<file path="config.mk">
export PLATFORM = sky130hd
export DESIGN_NAME = yuv_to_argb_pixel_flat
export DESIGN_NICKNAME = d
export VERILOG_FILES = /design/src/rtl/yta_pkg.sv /design/src/rtl/yta_stream_if.sv /design/src/rtl/yta_datapath.sv /design/src/rtl/yuv_to_argb_pixel.sv /design/src/flat_wrapper.sv
export SDC_FILE = /design/constraint.sdc
export NUM_CORES = 1
export LEC_CHECK = 0
export BUFFER_PORTS_ARGS = -buffer_cell sky130_fd_sc_hd__buf_2
export CAP_MARGIN = 20
export CORE_ASPECT_RATIO = 0.5
export CORE_UTILIZATION = 64
export CTS_BUF_LIST = sky130_fd_sc_hd__clkbuf_2 sky130_fd_sc_hd__clkbuf_4 sky130_fd_sc_hd__clkbuf_8
export CTS_CLUSTER_DIAMETER = 150
export CTS_CLUSTER_SIZE = 20
export DETAILED_ROUTE_END_ITERATION = 16
export GPL_ROUTABILITY_DRIVEN = 0
export PLACE_DENSITY = 0.83
export SYNTH_ARGS = -nofsm -noshare
export SYNTH_HDL_FRONTEND = slang
export SYNTH_SLANG_ARGS = --single-unit
</file>
<file path="constraint.sdc">
create_clock -name clk -period 6.5 [get_ports clk]
set_clock_uncertainty 0.15 [all_clocks]
set_input_delay 1.3 -clock clk [delete_from_list [all_inputs] [get_ports clk]]
set_output_delay 1.3 -clock clk [all_outputs]
set_load 0.01 [all_outputs]
</file>
<file path="src/rtl/yta_pkg.sv">
// ----------------------------------------------------------------------------
// yta_pkg
// shared types and constants of the yuv to argb pixel converter
// ----------------------------------------------------------------------------
package yta_pkg;

  localparam int unsigned CHAN_WIDTH = 8;
  localparam int unsigned SHIFT_WIDTH = 4;

  localparam logic [CHAN_WIDTH-1:0] ALPHA_OPAQUE = 8'hFF;

  typedef struct packed {
    logic ld1;
    logic ld2;
    logic ld3;
    logic ld4;
  } yta_pipe_ctl_t;

endpackage

</file>
<file path="src/rtl/yta_stream_if.sv">
// ----------------------------------------------------------------------------
// yta stream interfaces
// valid/ready channels for yuv samples in and argb pixels out
// ----------------------------------------------------------------------------
interface yta_yuv_if #(
  parameter int SAMPLE_WIDTH = 16
);
  logic                    valid;
  logic                    ready;
  logic [SAMPLE_WIDTH-1:0] luma;
  logic [SAMPLE_WIDTH-1:0] chroma_u;
  logic [SAMPLE_WIDTH-1:0] chroma_v;

  modport source (output valid, output luma, output chroma_u, output chroma_v, input ready);
  modport sink   (input valid, input luma, input chroma_u, input chroma_v, output ready);
endinterface

interface yta_argb_if;
  logic                            valid;
  logic                            ready;
  logic [yta_pkg::CHAN_WIDTH-1:0]  blue;
  logic [yta_pkg::CHAN_WIDTH-1:0]  green;
  logic [yta_pkg::CHAN_WIDTH-1:0]  red;
  logic [yta_pkg::CHAN_WIDTH-1:0]  alpha;

  modport source (output valid, output blue, output green, output red, output alpha, input ready);
  modport sink   (input valid, input blue, input green, input red, input alpha, output ready);
endinterface

</file>
<file path="src/rtl/yta_datapath.sv">
// ----------------------------------------------------------------------------
// yta_datapath
// four-stage bt.601 limited-range conversion: byte extract, multiply,
// channel sums, floor shift and saturate
// ----------------------------------------------------------------------------
module yta_datapath #(
  parameter int SAMPLE_WIDTH = 16
) (
  input  logic                                clk,
  input  yta_pkg::yta_pipe_ctl_t              ctl,
  input  logic [yta_pkg::SHIFT_WIDTH-1:0]     shift,
  input  logic [SAMPLE_WIDTH-1:0]             luma,
  input  logic [SAMPLE_WIDTH-1:0]             chroma_u,
  input  logic [SAMPLE_WIDTH-1:0]             chroma_v,
  output logic [yta_pkg::CHAN_WIDTH-1:0]      blue,
  output logic [yta_pkg::CHAN_WIDTH-1:0]      green,
  output logic [yta_pkg::CHAN_WIDTH-1:0]      red
);

  localparam logic [30:0]        LUMA_GAIN  = 31'd18997;
  localparam logic signed [17:0] LUMA_BIAS  = -18'sd1160;
  localparam logic signed [8:0]  CHROMA_MID = 9'sd128;
  localparam logic signed [14:0] GAIN_UG    = 15'sd25;
  localparam logic signed [14:0] GAIN_VG    = 15'sd52;
  localparam logic signed [14:0] GAIN_VR    = 15'sd102;

  function automatic logic [7:0] saturate(input logic signed [17:0] sum);
    logic signed [17:0] q;
    q = sum >>> 6;
    if (q < 0) begin
      saturate = 8'd0;
    end else if (q > 18'sd255) begin
      saturate = 8'd255;
    end else begin
      saturate = q[7:0];
    end
  endfunction

  // stage 1: shifted sample bytes, chroma centered
  logic [7:0]        y_r;
  logic signed [8:0] u_r, v_r;
  logic [7:0]        y_nxt, u_byte, v_byte;

  assign y_nxt  = 8'(luma >> shift);
  assign u_byte = 8'(chroma_u >> shift);
  assign v_byte = 8'(chroma_v >> shift);

  always_ff @(posedge clk) begin
    if (ctl.ld1) begin
      y_r <= y_nxt;
      u_r <= $signed({1'b0, u_byte}) - CHROMA_MID;
      v_r <= $signed({1'b0, v_byte}) - CHROMA_MID;
    end
  end

  // stage 2: luma scale and chroma products
  logic [14:0]        yhi_r;
  logic signed [15:0] cb_r;
  logic signed [14:0] cg_r, cr_r;
  logic [30:0]        yprod_nxt;
  logic signed [14:0] cg_nxt, cr_nxt;

  assign yprod_nxt = {15'd0, y_r, y_r} * LUMA_GAIN;
  assign cg_nxt    = 15'(u_r) * GAIN_UG + 15'(v_r) * GAIN_VG;
  assign cr_nxt    = 15'(v_r) * GAIN_VR;

  always_ff @(posedge clk) begin
    if (ctl.ld2) begin
      yhi_r <= yprod_nxt[30:16];
      cb_r  <= {u_r, 7'd0};
      cg_r  <= cg_nxt;
      cr_r  <= cr_nxt;
    end
  end

  // stage 3: channel sums
  logic signed [17:0] b_r, g_r, r_r;
  logic signed [17:0] ylum;

  assign ylum = $signed({3'd0, yhi_r}) + LUMA_BIAS;

  always_ff @(posedge clk) begin
    if (ctl.ld3) begin
      b_r <= ylum + 18'(cb_r);
      g_r <= ylum - 18'(cg_r);
      r_r <= ylum + 18'(cr_r);
    end
  end

  // stage 4: output register
  logic [7:0] blue_r, green_r, red_r;

  always_ff @(posedge clk) begin
    if (ctl.ld4) begin
      blue_r  <= saturate(b_r);
      green_r <= saturate(g_r);
      red_r   <= saturate(r_r);
    end
  end

  assign blue  = blue_r;
  assign green = green_r;
  assign red   = red_r;

endmodule

</file>
<file path="src/rtl/yuv_to_argb_pixel.sv">
// ----------------------------------------------------------------------------
// yuv_to_argb_pixel
// each pixel moves through the byte, product, sum and output stage registers in order
// throughput: one pixel per cycle while the output is not stalled, set by the four-stage conversion pipeline
// a stalled output holds its pixel while free stages keep filling
// reset clears all stage valid bits and sets shift_r to 0
// ----------------------------------------------------------------------------
module yuv_to_argb_pixel #(
  parameter int SAMPLE_WIDTH = 16
) (
  input  logic                             clk,
  input  logic                             rst_n,
  input  logic                             cfg_wr_en,
  input  logic [yta_pkg::SHIFT_WIDTH-1:0]  cfg_wr_data,
  yta_yuv_if.sink                          in_pix,
  yta_argb_if.source                       out_pix
);

  logic [yta_pkg::SHIFT_WIDTH-1:0] shift_r;
  logic v1_r, v2_r, v3_r, v4_r;
  logic rdy1, rdy2, rdy3, rdy4;
  yta_pkg::yta_pipe_ctl_t ctl;

  always_ff @(posedge clk) begin
    if (!rst_n) begin
      shift_r <= '0;
    end else if (cfg_wr_en) begin
      shift_r <= cfg_wr_data;
    end
  end

  assign rdy4 = !v4_r || out_pix.ready;
  assign rdy3 = !v3_r || rdy4;
  assign rdy2 = !v2_r || rdy3;
  assign rdy1 = !v1_r || rdy2;

  assign ctl.ld1 = rdy1;
  assign ctl.ld2 = rdy2;
  assign ctl.ld3 = rdy3;
  assign ctl.ld4 = rdy4;

  always_ff @(posedge clk) begin
    if (!rst_n) begin
      v1_r <= 1'b0;
      v2_r <= 1'b0;
      v3_r <= 1'b0;
      v4_r <= 1'b0;
    end else begin
      if (rdy1) v1_r <= in_pix.valid;
      if (rdy2) v2_r <= v1_r;
      if (rdy3) v3_r <= v2_r;
      if (rdy4) v4_r <= v3_r;
    end
  end

  yta_datapath #(
    .SAMPLE_WIDTH(SAMPLE_WIDTH)
  ) u_datapath (
    .clk      (clk),
    .ctl      (ctl),
    .shift    (shift_r),
    .luma     (in_pix.luma),
    .chroma_u (in_pix.chroma_u),
    .chroma_v (in_pix.chroma_v),
    .blue     (out_pix.blue),
    .green    (out_pix.green),
    .red      (out_pix.red)
  );

  assign in_pix.ready  = rdy1;
  assign out_pix.valid = v4_r;
  assign out_pix.alpha = yta_pkg::ALPHA_OPAQUE;

endmodule

</file>
<file path="src/flat_wrapper.sv">
// flat-port wrapper written by rule: the top's interface ports become plain ports
module yuv_to_argb_pixel_flat 
#(
  parameter int SAMPLE_WIDTH = 16
)
  (clk, rst_n, cfg_wr_en, cfg_wr_data, in_pix_valid, in_pix_luma, in_pix_chroma_u, in_pix_chroma_v, in_pix_ready, out_pix_valid, out_pix_blue, out_pix_green, out_pix_red, out_pix_alpha, out_pix_ready);
  yta_yuv_if #(.SAMPLE_WIDTH(SAMPLE_WIDTH)) in_pix_i ();
  yta_argb_if out_pix_i ();
  input  logic clk;
  input  logic rst_n;
  input  logic cfg_wr_en;
  input  logic [yta_pkg::SHIFT_WIDTH-1:0] cfg_wr_data;
  input wire logic [$bits(in_pix_i.valid)-1:0] in_pix_valid;
  input wire logic [$bits(in_pix_i.luma)-1:0] in_pix_luma;
  input wire logic [$bits(in_pix_i.chroma_u)-1:0] in_pix_chroma_u;
  input wire logic [$bits(in_pix_i.chroma_v)-1:0] in_pix_chroma_v;
  output wire logic [$bits(in_pix_i.ready)-1:0] in_pix_ready;
  output wire logic [$bits(out_pix_i.valid)-1:0] out_pix_valid;
  output wire logic [$bits(out_pix_i.blue)-1:0] out_pix_blue;
  output wire logic [$bits(out_pix_i.green)-1:0] out_pix_green;
  output wire logic [$bits(out_pix_i.red)-1:0] out_pix_red;
  output wire logic [$bits(out_pix_i.alpha)-1:0] out_pix_alpha;
  input wire logic [$bits(out_pix_i.ready)-1:0] out_pix_ready;
  assign in_pix_i.valid = in_pix_valid;
  assign in_pix_i.luma = in_pix_luma;
  assign in_pix_i.chroma_u = in_pix_chroma_u;
  assign in_pix_i.chroma_v = in_pix_chroma_v;
  assign in_pix_ready = in_pix_i.ready;
  assign out_pix_valid = out_pix_i.valid;
  assign out_pix_blue = out_pix_i.blue;
  assign out_pix_green = out_pix_i.green;
  assign out_pix_red = out_pix_i.red;
  assign out_pix_alpha = out_pix_i.alpha;
  assign out_pix_i.ready = out_pix_ready;
  yuv_to_argb_pixel #(.SAMPLE_WIDTH(SAMPLE_WIDTH)) u_core (.clk(clk), .rst_n(rst_n), .cfg_wr_en(cfg_wr_en), .cfg_wr_data(cfg_wr_data), .in_pix(in_pix_i), .out_pix(out_pix_i));
endmodule
</file>
=== Yosys cells after proc, flatten, opt, wreduce, memory -nomap -nowiden ===
Cells that the tools add are included.
Widths: inputs -> output; s select.

* $add $sub $neg: 7
* Multiply operators: 4
* Div/mod/pow operators: 0
* Magnitude comparators: 6
* Equality and inequality tests: 0
* Shift operators: 3
* Multiplexer cells: 3
* Bitwise operators: 0
* Reduce and logical (&&, ||, !) cells: 8

{| class="wikitable"
|+ Operator list
! operator !! count
|-
| $shr 16x4->8 || 3
|-
| $gt 12x9->1 const B || 3
|-
| $lt 12x1->1 const B || 3
|-
| $mul 16x15->31 const B || 1
|-
| $mux 8 || 3
|-
| $add 17x15->18 || 1
|-
| $add 17x16->18 || 1
|-
| $sub 17x15->18 || 1
|-
| $sub 8x8->9 const B || 2
|-
| $add 16x12->17 const B || 1
|-
| $add 15x15->15 || 1
|-
| $mul 9x6->15 const B || 1
|-
| $mul 9x7->14 const B || 1
|-
| $mul 9x5->13 const B || 1
|-
| $logic_not 1->1 || 4
|-
| $logic_or 1x1->1 || 4
|}

* Bits in registers: 165
* Bits in latches: 0
* Memory bits (writable): 0
* ROM bits: 0
* Output and inout bits: 34
* Word-level logic and storage cells: 49
* Memories: 0

=== Longest topological paths before layout ===
* Word-level depth: 5
* Depth in mapped cells: 20

=== By module ===
From an unflattened synthesis, not the netlist that was laid out.

* Cell total of the unflattened synthesis: 1383
* Area, all modules: 14133.6 µm²

{| class="wikitable"
|+ Modules (own cells, without submodules)
! module !! times used !! cells each !! area each (µm²) !! seq. area each (µm²)
|-
| yta_datapath || 1 || 1343 || 13751.9 || 4023.9
|-
| yuv_to_argb_pixel || 1 || 40 || 381.6 || 160.2
|}

=== Worst setup path after synthesis ===
No wires, ideal clock.

* Path type: register to register
* Start: register u_core.u_datapath.y_r[7]
* End: register u_core.u_datapath.yhi_r[11] (data pin)
* Arrival time: 4976 ps
* Required time: 6081 ps
* Path slack: 1105 ps
* Cell stages (with the launch flop): 19
* Buffers on the path: 0
* Clock period less this slack: 5395 ps
* Cell sequence: edfxtp_1 -> ha_1 -> ha_1 -> fa_1 -> inv_1 -> fa_1 -> inv_1 -> fa_1 -> inv_1 -> fa_1 -> inv_1 -> ha_1 -> nand2_1 -> o21ai_1 -> a221o_1 -> a21oi_2 -> o21ai_2 -> a2111oi_2 -> a211oi_2

* Cells in the longest elaborated chain, start to end: 1

{| class="wikitable"
|+ Ends and longest elaborated chain
! item !! line !! source
|-
| start, declared || yta_datapath.sv:40 || <nowiki>logic [7:0] y_r;</nowiki>
|-
| start signal, assigned || yta_datapath.sv:50 || <nowiki>y_r <= y_nxt;</nowiki>
|-
| $mul 16x15->31 || yta_datapath.sv:63 || <nowiki>assign yprod_nxt = {15'd0, y_r, y_r} * LUMA_GAIN;</nowiki>
|-
| via u_core.u_datapath.yprod_nxt[27] || yta_datapath.sv:60 || <nowiki>logic [30:0] yprod_nxt;</nowiki>
|-
| end signal, assigned || yta_datapath.sv:69 || <nowiki>yhi_r <= yprod_nxt[30:16];</nowiki>
|-
| end, declared || yta_datapath.sv:57 || <nowiki>logic [14:0] yhi_r;</nowiki>
|}

The timed path passes the listed nets, and every way through them passes these cells.
A chain may end at the register's enable or synchronous reset.

=== Worst setup path after layout ===
Same ends and word-level chain as after synthesis.

==> flow_summary.yaml <==
synth:
  synth_top_area_share_pct: 27.9
  ys_warn_count: 0
  ys.flop_type: "edfxtp_1"
  synth_area_leader_cell: "edfxtp_1"
  synth_edf_count: 134
  ys_ff_latch: 142
  synth_cell_types: 74
  syn_avg_cell_area_um2: 10.4
  synthTopCellsByArea: "edfxtp_1 (28%), ha_1 (20%), fa_1 (12%)"
  syn_inst: 1389
  async_flop_share_pct: 0
  synth.yosys.seq_area_share_pct: 29.1
  synth_area_um2: 14400
floorplan:
  die_h_um: 108
  core_area_um2: 21900
  fp.dieW_um: 214
  io_pins: 91
  die_area_um2: 23100
  start_util_pct: 65.8
  std_cell_rows: 38
global_route:
  grt_pass1_vias: 10698
  antenna_found_initial: 0
  grt_pass1_wl_um: 51500
  overflow: 0
  grt_max_degree: 63
  grtUsageTotal_pct: 28.3
timing:
  whs_ps: 347
  rsz0062_at_grt: "false"
  relSlewSlack_pct: 31.7
  hold_viol: 0
  worst_pin_slew_ps: 1020
  setup_viol: 0
  period_share_pct: 88.5
  setup_tns_ps: 0
  period_needed_ps: 5760
  maxSlewViolCount: 0
  timing.fmax_ghz: 0.174
hold_path:
  hold_depth: 2
  min_path_type: "flop to flop"
cells_and_area:
  drive_above_1_share_pct: 12.0
  final_cell_mix: "inv_1 (251), ha_1 (233), edfxtp_1 (134)"
  final_common_cell: "inv_1"
  finish.utilization_pct: 70.8
  nets: 1842
  stdcell_area_um2: 15500
  diodes: 0
  syn2layout_area_growth_pct: 7.53
route:
  drc: 0
  wl_um: 31300
  drt-vias-per-instance: 5.91
  via_count: 10516
  ant_nets: 0
  dr.pass1.iters: 7
  wl_per_cell_um: 17.6
  drtIter0Drc: 788
critical_path:
  end_kind: "flop"
  cp.required_ps: 6550
  crit_path_top_delay_cell: "edfxtp_1"
  crit_chain: "ha_1 -> ha_1 -> fa_1 -> inv_1 -> fa_1 -> inv_1 -> fa_1 -> inv_1 -> fa_1 -> inv_1 -> ha_1 -> nand2_1 -> o21ai_1 -> a221o_1 -> a21oi_2 -> o21ai_2 -> a2111oi_2 -> a211oi_2"
  worstSetupPathType: "flop to flop"
  reg2regPathDepth: 18
  cp-start-kind: "flop"
  worstPathArrival_ps: 5800
  crit_fanout: 9
  cp_slowest_stage_delay_ps: 590
clocking:
  clk_pin_slew_ps: 90
  tritoncts: "done"
  cts_sinks: 142
  cts-resized-gates: 0
  cts_hold_buf: 0
  clock_latency_ps: 460
  postCtsSetupBuffers: 0
  cts_buffer_depth: 2
  htreeDepth: 4
  root_buffer: "clkbuf_8"
  cts_made_buffers: 17
job:
  maxCapViolations: 0
place:
  port_buffers: 82
  dpl.hpwl_um: 25600
  dpl-instance-area_um2: 15100
run_status:
  status: "completed"
[cells by family after synthesis]
group	synth area share [%]
flip-flops	29.1
multiplexers	6.67
other	0.0260
adder cells (fa/ha/maj)	32.2
buffers and inverters	7.93
AND/OR/NAND/NOR	7.74
XOR/XNOR	4.78
AO/OA/AOI/OAI	11.6
[final cells by class]
class / instances / area [um^2]
Inverter: 253 / 950
Multi-Input combinational cell: 963 / 9100
Clock buffer: 18 / 241
Timing Repair Buffer: 89 / 463
Tap cell: 300 / 375
Sequential cell: 142 / 4190
Fill cell: 1507 / 6390
Clock inverter: 14 / 168
[registers in the layout, indices dropped and copies added (netlist names), 8 cells and up]
name                     cells
u_core.u_datapath.cg_r      15
u_core.u_datapath.yhi_r     15
u_core.u_datapath.cr_r      14
u_core.u_datapath.b_r       12
u_core.u_datapath.g_r       12
u_core.u_datapath.r_r       12
u_core.u_datapath.blue       8
u_core.u_datapath.green      8
u_core.u_datapath.red        8
u_core.u_datapath.u_r        8
u_core.u_datapath.v_r        8
u_core.u_datapath.y_r        8
[cells in the mapped netlist, types with 4 or more instances]
cell type,instances
a211oi_1,14
a21boi_0,4
a21o_1,23
a21oi_1,78
a31oi_1,7
and3_1,7
buf_1,8
buf_2,9
buf_4,10
clkbuf_1,11
dfxtp_1,8
edfxtp_1,134
fa_1,86
ha_1,233
inv_1,252
mux2_2,11
mux2i_1,43
mux4_2,18
nand2_1,49
nand2b_1,11
nand3_1,8
nand4_1,6
nor2_1,94
nor2b_1,28
nor3_1,17
o211ai_1,4
o21a_1,13
o21ai_0,45
o21bai_1,8
or3_1,6
xnor2_1,44
xor2_1,32
[per-layer routing]
metal,track usage (%),share of wire (%),up-vias
met4,12.2,3.5,0
li1,-,-,4959
met3,5.65,6.0,100
met1,33.4,41,5078
met2,51.0,50,379
met5,0,0,-
[critical path: cells and delay by family (launching register included)]
kind | cells | cell delay [ps]
AOI/OAI and AO/OA | 6 | 1230
adders and majority gates | 7 | 3170
DFF | 1 | 590
buffers and inverters | 4 | 220
and+or+nand+nor | 1 | 130
[metrics by stage]
step / instances / setup WS, ps
after CTS: 1779 / 775
after detailed placement: 1747 / 740
final: 1779 / 744
after floorplan: 1396 / 1100
after global routing: 1779 / 514
after global placement: 1747 / 907
[path summary, 6_finish.rpt]
kind	start	end	slack [ps]
min reg2reg	u_core.v2_r	u_core.v3_r	350
max reg2reg	u_core.u_datapath.y_r[7]	u_core.u_datapath.yhi_r[11]	740
max	u_core.u_datapath.y_r[7]	u_core.u_datapath.yhi_r[11]	740
min	u_core.v2_r	u_core.v3_r	350
Power is left out: the tool's default activity adds up to more than one toggle a clock period on the data nets, which glitch-free logic cannot reach.
